==> src/pfam_pkg.sv <==
// ----------------------------------------------------------------------------
// pfam_pkg: shared types and constants of the page frame allocation map
// Request and result word layouts, request codes, sequencer states and the
// fixed geometry of the map words.
// ----------------------------------------------------------------------------
package pfam_pkg;

  localparam int PAGE_W   = 16;   // page numbers are 16 bits wide
  localparam int LIMIT_W  = 17;   // page_limit register width
  localparam int WORD_W   = 32;   // map bits per memory word
  localparam int BIT_W    = 5;    // bit select within a map word
  localparam int APB_AW   = 3;    // byte address of two 32-bit registers
  localparam int APB_DW   = 32;

  localparam logic [LIMIT_W-1:0] PAGE_LIMIT_RST   = 17'h10000;
  localparam logic [PAGE_W-1:0]  SEARCH_START_RST = 16'd256;

  // register index, taken from paddr[2]
  localparam logic REG_PAGE_LIMIT   = 1'b0;
  localparam logic REG_SEARCH_START = 1'b1;

  typedef enum logic [1:0] {
    OP_ALLOC   = 2'd0,
    OP_RELEASE = 2'd1,
    OP_SEARCH  = 2'd2,
    OP_NOP     = 2'd3
  } op_t;

  typedef struct packed {
    op_t               operation;
    logic [PAGE_W-1:0] page;
  } in_item_t;

  typedef struct packed {
    logic              granted;
    logic [PAGE_W-1:0] found_page;
  } out_item_t;

  typedef enum logic [2:0] {
    ST_CLEAR,
    ST_IDLE,
    ST_MOD,
    ST_SRCH,
    ST_RESP
  } state_t;

endpackage

==> src/pfam_free_find.sv <==
// ----------------------------------------------------------------------------
// pfam_free_find: lowest free bit of one map word
// Restrict the word to bits lo_bit..hi_bit and return the lowest clear bit.
// ----------------------------------------------------------------------------
module pfam_free_find
  import pfam_pkg::*;
(
  input  logic [WORD_W-1:0] word,
  input  logic [BIT_W-1:0]  lo_bit,
  input  logic [BIT_W-1:0]  hi_bit,
  output logic              hit,
  output logic [BIT_W-1:0]  idx
);

  logic [WORD_W-1:0] cand;

  always_comb begin
    for (int b = 0; b < WORD_W; b++) begin
      cand[b] = !word[b] && (BIT_W'(b) >= lo_bit) && (BIT_W'(b) <= hi_bit);
    end
  end

  // priority pick, lowest bit wins
  always_comb begin
    hit = |cand;
    idx = '0;
    for (int b = WORD_W - 1; b >= 0; b--) begin
      if (cand[b]) begin
        idx = BIT_W'(b);
      end
    end
  end

endmodule

==> config.mk <==
export PLATFORM = sky130hd
export DESIGN_NAME = pfam_free_find
export DESIGN_NICKNAME = d
export VERILOG_FILES = /design/src/pfam_pkg.sv /design/src/pfam_free_find.sv
export SDC_FILE = /design/constraint.sdc
export NUM_CORES = 1
export LEC_CHECK = 0
export BUFFER_PORTS_ARGS = -buffer_cell sky130_fd_sc_hd__buf_2
export CORE_ASPECT_RATIO = 1.75
export CORE_MARGIN = 5
export CORE_UTILIZATION = 45
export DETAILED_ROUTE_END_ITERATION = 12
export GPL_TIMING_DRIVEN = 0
export PLACE_DENSITY = 0.74
export SYNTH_ARGS = -nofsm -noshare
export SYNTH_HDL_FRONTEND = slang
export SYNTH_SLANG_ARGS = --single-unit
==> constraint.sdc <==
create_clock -name vclk -period 2.1
set_input_delay 0.21 -clock vclk [all_inputs]
set_output_delay 0.21 -clock vclk [all_outputs]
set_load 0.02 [all_outputs]
Yosys cells after proc, flatten, opt, wreduce, memory -nomap -nowiden
Index checks and enable logic that the tools add are counted.
{ "classes": {"n_mux": 32, "magnitude_cmp": 64, "n_reduce_logical": 97} }
{ "ops": {"columns": ["operator", "n"], "rows": [
  ["two-way mux 5 bit", 32],
  [">= comparator 5 bit (first input constant)", 16],
  ["less-or-equal comparator 5 bit (first input constant)", 16],
  ["logical AND 1 bit", 64],
  [">= comparator 4 x 5 -> 1 bit (first input constant)", 8],
  ["less-or-equal comparator 4 x 5 -> 1 bit (first input constant)", 8],
  ["logical NOT 1 bit", 32],
  ["OR reduction 32 bit", 1],
  [">= comparator 3 x 5 -> 1 bit (first input constant)", 4],
  ["less-or-equal comparator 3 x 5 -> 1 bit (first input constant)", 4],
  [">= comparator 1 x 5 -> 1 bit (first input constant)", 2],
  [">= comparator 2 x 5 -> 1 bit (first input constant)", 2],
  ["less-or-equal comparator 1 x 5 -> 1 bit (first input constant)", 2],
  ["less-or-equal comparator 2 x 5 -> 1 bit (first input constant)", 2]
]} }
{ "word_totals": {"input_bits": 42, "regBits": 0} }

Depth between registers and ports, before layout
Gate-level depths: netlist of run 1.
{ "depth": {"depth_word": 35, "ltp_mapped": 8} }

Worst setup path after synthesis of run 1
Ideal clock, no wire load.
{ "synth_timing": {"kind": "in2out", "from": "in hi_bit[2]", "to": "out idx[1]", "n_path_buf": 2, "arrival_time_ps": 1743, "slack_ps": 147, "path_stages": 8, "path_cell_list": "buf_6 -> buf_4 -> a21oi_1 -> nor4_1 -> nor2_1 -> a21oi_1 -> a21oi_1 -> o31ai_1"} }
{ "synth_between": {"elab_chain_cells": 34} }
{ "synth_rtl": {"columns": ["item", "line_no", "source"], "rows": [
  ["start, declared", "pfam_free_find.sv:10", "input logic [BIT_W-1:0] hi_bit,"],
  ["less-or-equal comparator 5 bit", "pfam_free_find.sv:19", "cand[b] = !word[b] && (BIT_W'(b) >= lo_bit) && (BIT_W'(b) <= hi_bit);"],
  ["logical AND 1 bit", "pfam_free_find.sv:19", null],
  ["two-way mux 5 bit (31 in a row)", "pfam_free_find.sv:28", "if (cand[b]) begin"],
  ["two-way mux 5 bit *", "pfam_free_find.sv:28", null],
  ["end, declared", "pfam_free_find.sv:12", "output logic [BIT_W-1:0] idx"]
]} }
Every way passes the cells marked *; elsewhere a longest branch is shown, timed or not.

Final worst setup path of run 1
{ "layout_timing": {"from": "in hi_bit[4]", "to": "out idx[0]"} }
The elaborated chain is that of the path after synthesis.

==> metrics.csv, run 1 <==
stage,metric,value,unit
yosys,synth_top_area_cell,sky130_fd_sc_hd__a21oi_1,
layout,fraction_of_layout_instances_using_a_drive_strength_above_1,0.553,
clocking,cts-hold-fix-buffers,0,
sta,setup-violations-final,2,
layout,final_core_util,0.717,
detailed_routing,routed_wire_length_per_instance,21.1,µm
sta,report.final.slew_viol_count,0,
detailed_routing,wirelength,5770,µm
sta,post-route-min-period,2.12,ns
die,chipWidth,50.8,µm
yosys,synth.top_cell.area_share,0.0724,
sta,final_clock_period_utilization_by_the_worst_path,1.01,
global_routing,groute.layer.met3.usage,0.0109,
yosys,synth.top_cells.by_area,"sky130_fd_sc_hd__a21oi_1 (7.2%), sky130_fd_sc_hd__a2111oi_4 (6.3%), sky130_fd_sc_hd__nor3_1 (5.0%), sky130_fd_sc_hd__a221oi_2 (4.6%), sky130_fd_sc_hd__buf_4 (4.6%)",
critical_path,worstPathRequired,1.89,ns
sta,achievable-frequency,0.471,GHz
detailed_routing,drc,0,
layout,multi_input_gate_area_in_the_final_layout,1440,µm²
global_routing,wire_length_of_the_first_global_routing_pass,7490,µm
global_routing,grt_start_max_net_pins,11,
critical_path,critical_path.slowest_cell,sky130_fd_sc_hd__a221o_1,
sta,hold_ws,1.01,ns
critical_path,timing.critical_path.fanout_max,6,
sta,setup_repair_after_global_routing_missed_its_margin,true,
detailed_routing,vias_per_cell,6.95,
die,die_h,81.4,µm
sta,worst-slew-pin-transition,0.463,ns
yosys,synth_cell_type_count,60,
power_and_ir_drop,total_leakage_power,0.770,nW
power_and_ir_drop,vdd.ir_drop.worst,0.210,mV
placement,portbufs,47,
layout,antennaDiodeCount,0,
power_and_ir_drop,pwr_density_cell,255,nW/µm²
detailed_routing,detailedRoute.firstIterationViolations,98,
yosys,synth_area_per_inst,7.02,µm²
worst_hold_path,worst_hold_path_type,input pin to output port,
yosys,synthCells,187,
sta,finalWorstSetupSlack,-0.0214,ns
yosys,mappedNetlistArea,1310,µm²
critical_path,critical_path.startpoint_type,input pin,
layout,layout.sequential_cells,0,
placement,gp_weighted_congestion,0.976,
power_and_ir_drop,post-layout-total-power,0.523,mW
global_routing,gr-usage-all-layers,0.223,
global_routing,globalRouteMet1Util,0.270,
critical_path,timing.setup.critical_path_class,input pin to output port,
global_routing,grt_pass1_vias,1591,
die,coreArea,2860,µm²
run,cap_violations,0,
critical_path,worst_setup_path_end_kind,output port,
yosys,postSynthNetCount,229,
global_routing,met2_usage,0.408,
die,std_cell_rows,26,
placement,placement.setup.worst_slack,-0.209,ns
global_routing,most_used_layer_global_route,met2,
detailed_routing,firstDrtPassIters,4,
detailed_routing,detailroute.via_count,1905,
yosys,yosysWarningCount,0,
layout,nNetsFinal,290,
sta,max-slew-margin-rel,0.691,
outcome,violations_in_the_final_reports,negative setup slack,
layout,num-fill-cells,214,
die,start_util,0.458,
layout,clkbuf_count,0,
yosys,synth.yosys.seq_area_share,0,
placement,hpwl,3870,µm
layout,area_delta_synth_final,56.3,%
sta,timing_hold_violations_final,0,
yosys,synth.most_common_cell,sky130_fd_sc_hd__a21oi_1,
global_routing,antenna_found_initial,0,
yosys,synth.top_cells.by_count,"sky130_fd_sc_hd__a21oi_1 (19), sky130_fd_sc_hd__nor2_1 (15), sky130_fd_sc_hd__nand2_1 (13), sky130_fd_sc_hd__nor3_1 (13), sky130_fd_sc_hd__buf_4 (8)",
layout,sequential_cell_area,0,µm²
critical_path,critical_path.cell_chain,buf_4 > buf_8 > buf_8 > buf_2 > and2_4 > a221o_1 > a211oi_2 > o21ai_1 > a221oi_2 > buf_4,
critical_path,worst-endpoint-arrival,1.91,ns
critical_path,max_incr_delay_on_cp,0.30,ns
die,die_area,4140,µm²
outcome,status,"finished, violations left",
detailed_routing,postRouteAntennaNets,0,
die,top_level_ports,48,
global_routing,grt-ovfl-total,0,
==> repair_timing <==
item / CTS / global route
pin swaps: 5 / 19
gates resized for setup: 18 / 70
endpoints found under the setup margin: 6 / 6
buffers inserted: 1 / 10
cloned: 0 / 2
==> stage by stage <==
step	instance area (µm²)	std cells	TNS, ns
floorplan	1310	187	0
global placement	1580	262	-0.519
detailed placement	1580	262	-0.487
CTS	1670	263	-0.0692
global route	2050	274	-0.387
finish	2050	274	-0.0395
==> power breakdown <==
group          internal [mW]  switching, mW  leakage (nW)  total, mW
Sequential                 0              0             0          0
Clock                      0              0             0          0
Combinational          0.231          0.292         0.770      0.523
==> worst max-delay path: cells and delay by family <==
family | cells | cell delay [ns]
buffers and inverters | 5 | 0.72
AO/OA/AOI/OAI | 4 | 0.82
AND/OR/NAND/NOR | 1 | 0.15
==> area by class of cell <==
type | count | area share
plain buffers | 14 | 0.0841
well taps | 28 | 0.0171
inverters | 2 | 0.00366
multi-input cells | 170 | 0.703
repair buffers | 60 | 0.192
==> kinds of logic (layout without fill, tap and decap cells) <==
| kind of cell | count (synthesis) | after routing | synth area share |
|---|---|---|---|
| compound gates | 87 | 87 | 0.551 |
| simple gates | 83 | 83 | 0.356 |
| buf+inv | 17 | 76 | 0.0934 |
==> cell usage in the layout, fill, tap and decap left out, types with 5 or more instances in the layout <==
master | netlist | layout
sky130_fd_sc_hd__o211ai_1 | 5 | 5
sky130_fd_sc_hd__buf_8 | 0 | 8
sky130_fd_sc_hd__buf_4 | 8 | 18
sky130_fd_sc_hd__buf_6 | 3 | 5
sky130_fd_sc_hd__buf_2 | 2 | 41
sky130_fd_sc_hd__nor2_1 | 15 | 12
sky130_fd_sc_hd__a31oi_1 | 6 | 5
sky130_fd_sc_hd__nand2_1 | 13 | 11
sky130_fd_sc_hd__nor3_2 | 2 | 7
sky130_fd_sc_hd__o21ai_1 | 4 | 5
sky130_fd_sc_hd__a21oi_2 | 0 | 5
sky130_fd_sc_hd__nor3_1 | 13 | 7
sky130_fd_sc_hd__a21oi_1 | 19 | 13
==> path summary, 6_finish.rpt <==
| kind | from | to | cells past startpoint |
|---|---|---|---|
| hold / removal | word[1] | idx[0] | 5 |
| setup / recovery | hi_bit[4] | idx[0] | 10 |
==> layer usage <==
metal,part of all wire,up-vias
met3,0.071,34
met1,0.36,878
li1,-,872
met2,0.51,121
met5,0,-
met4,0.064,0
Power figures use the tool's default switching activity.
==> run 2, diff against run 1 <==
- GPL_TIMING_DRIVEN: 0 -> not set
- SKIP_LAST_GASP: not set -> 1
==> metrics.csv, run 2 (synthesis gave the netlist of run 1 again) <==
stage,metric,value,unit,change
global_routing,groute.layer.met3.usage,0.0200,,+0.00907
power_and_ir_drop,vdd.ir_drop.worst,0.213,mV,+1.4%
critical_path,worst_setup_path_end_kind,output port,,
global_routing,grt_pass1_vias,1749,,+9.9%
sta,setup-violations-final,1,,-1
global_routing,grt-ovfl-total,0,,unchanged
detailed_routing,postRouteAntennaNets,0,,unchanged
detailed_routing,vias_per_cell,6.74,,-3.1%
layout,clkbuf_count,0,,unchanged
placement,portbufs,48,,+2.1%
outcome,violations_in_the_final_reports,negative setup slack,,
critical_path,crit_path_end,idx[4],,
layout,layout.sequential_cells,0,,unchanged
sta,achievable-frequency,0.475,GHz,+0.71%
detailed_routing,firstDrtPassIters,4,,unchanged
global_routing,globalRouteMet1Util,0.264,,-0.00654
global_routing,met2_usage,0.417,,+0.00871
sta,max-slew-margin-rel,0.682,,-0.00841
detailed_routing,routed_wire_length_per_instance,19.9,µm,-5.4%
layout,sequential_cell_area,0,µm²,unchanged
critical_path,timing.setup.critical_path_class,input pin to output port,,
die,chipWidth,50.8,µm,unchanged
layout,antennaDiodeCount,0,,unchanged
sta,hold_ws,1.01,ns,-0.00196 ns
detailed_routing,drc,0,,unchanged
layout,area_delta_synth_final,57.6,%,
critical_path,worst_setup_path_startpoint,lo_bit[0],,
die,start_util,0.458,,unchanged
critical_path,worst-endpoint-arrival,1.90,ns,about the same
placement,gp_weighted_congestion,1.04,,+6.3%
die,std_cell_rows,26,,unchanged
critical_path,timing.critical_path.fanout_max,9,,+3
clocking,cts-hold-fix-buffers,0,,unchanged
global_routing,antenna_found_initial,0,,unchanged
die,die_h,81.4,µm,unchanged
sta,worst-slew-pin-transition,0.476,ns,+0.0126 ns
layout,nNetsFinal,308,,+6.2%
global_routing,grt_start_max_net_pins,14,,+3
layout,final_cell_mix,"sky130_fd_sc_hd__buf_4 (45), sky130_fd_sc_hd__buf_2 (36), sky130_fd_sc_hd__a21oi_1 (15)",,
layout,layout_commonest_cell,sky130_fd_sc_hd__buf_4,,
power_and_ir_drop,total_leakage_power,0.841,nW,+9.3%
detailed_routing,detailedRoute.firstIterationViolations,123,,+26%
run,cap_violations,0,,unchanged
worst_hold_path,worst_hold_path_type,input pin to output port,,
sta,final_clock_period_utilization_by_the_worst_path,1.00,,-0.00712
critical_path,critical_path.startpoint_type,input pin,,
global_routing,gr-usage-all-layers,0.228,,+0.00548
sta,finalWorstSetupSlack,-0.00644,ns,+0.0150 ns
sta,setup_repair_after_global_routing_missed_its_margin,true,,
detailed_routing,wirelength,5820,µm,+0.80%
sta,report.final.slew_viol_count,0,,unchanged
die,top_level_ports,48,,unchanged
die,die_area,4140,µm²,unchanged
critical_path,worstPathRequired,1.89,ns,about the same
sta,post-route-min-period,2.11,ns,-0.0150 ns
die,coreArea,2860,µm²,unchanged
power_and_ir_drop,pwr_density_cell,251,nW/µm²,-1.6%
layout,fraction_of_layout_instances_using_a_drive_strength_above_1,0.557,,+0.00397
global_routing,most_used_layer_global_route,met2,,
global_routing,wire_length_of_the_first_global_routing_pass,7760,µm,+3.7%
detailed_routing,detailroute.via_count,1967,,+3.3%
placement,placement.setup.worst_slack,-0.0419,ns,+0.167 ns
outcome,status,"finished, violations left",,
sta,timing_hold_violations_final,0,,unchanged
placement,hpwl,4090,µm,+5.8%
## run 2: worst max-delay path, cell delays in order
cell	delay, ns
sky130_fd_sc_hd__buf_2	0.18
sky130_fd_sc_hd__and3_1	0.22
sky130_fd_sc_hd__a211oi_2	0.14
sky130_fd_sc_hd__o41ai_2	0.42
sky130_fd_sc_hd__and3_1	0.28
sky130_fd_sc_hd__nand3_1	0.14
sky130_fd_sc_hd__a21oi_2	0.15
sky130_fd_sc_hd__buf_4	0.15
## run 2: worst min-delay path by stage
stage | start | end | slack, ns | depth (start not counted)
final | word[1] | idx[0] | 1.01 | 5
after global routing | word[1] | idx[0] | 1.05 | 5
after CTS | word[1] | idx[0] | 1.01 | 5
after detailed placement | word[1] | idx[0] | 1.01 | 5
after global placement | word[1] | idx[0] | 1.01 | 5
after floorplan | word[1] | idx[0] | 0.67 | 3
## run 2: layout make-up
type | instances | area (µm²)
multi-input combinational | 170 | 1370
fill | 229 | 795
timing repair buffer | 92 | 658
tap | 28 | 35.0
inverter | 2 | 7.51
## run 2: metal layers
layer / up-vias / routed length, µm
li1: 907 / -
met1: 920 / 2110
met2: 110 / 3110
met3: 30 / 304
met4: 0 / 293
met5: - / 0
## run 2: where the power goes
| group | leakage [nW] | switching, mW | internal (mW) |
|---|---|---|---|
| Sequential | 0 | 0 | 0 |
| Clock | 0 | 0 | 0 |
| Combinational | 0.841 | 0.281 | 0.238 |
## run 2: per-stage QoR
stage	power [mW]	instances	utilization	setup TNS, ns	cell area (µm²)
3_3_place_gp	0.426	288	0.624	-0.0734	1790
4_1_cts	0.439	289	0.635	-0.0260	1820
5_1_grt	0.547	292	0.722	-0.198	2070
2_1_floorplan	0.270	187	-	0	1310
3_5_place_dp	0.428	288	0.624	-0.0802	1790
6_report	0.518	292	0.722	-0.00644	2070
## run 2: timing repair
| item | CTS | global route |
|---|---|---|
| gates cloned | 0 | 0 |
| pin swaps | 6 | 23 |
| gates resized for setup | 9 | 62 |
| endpoints found under the setup margin | 3 | 6 |
| setup buffers | 1 | 3 |
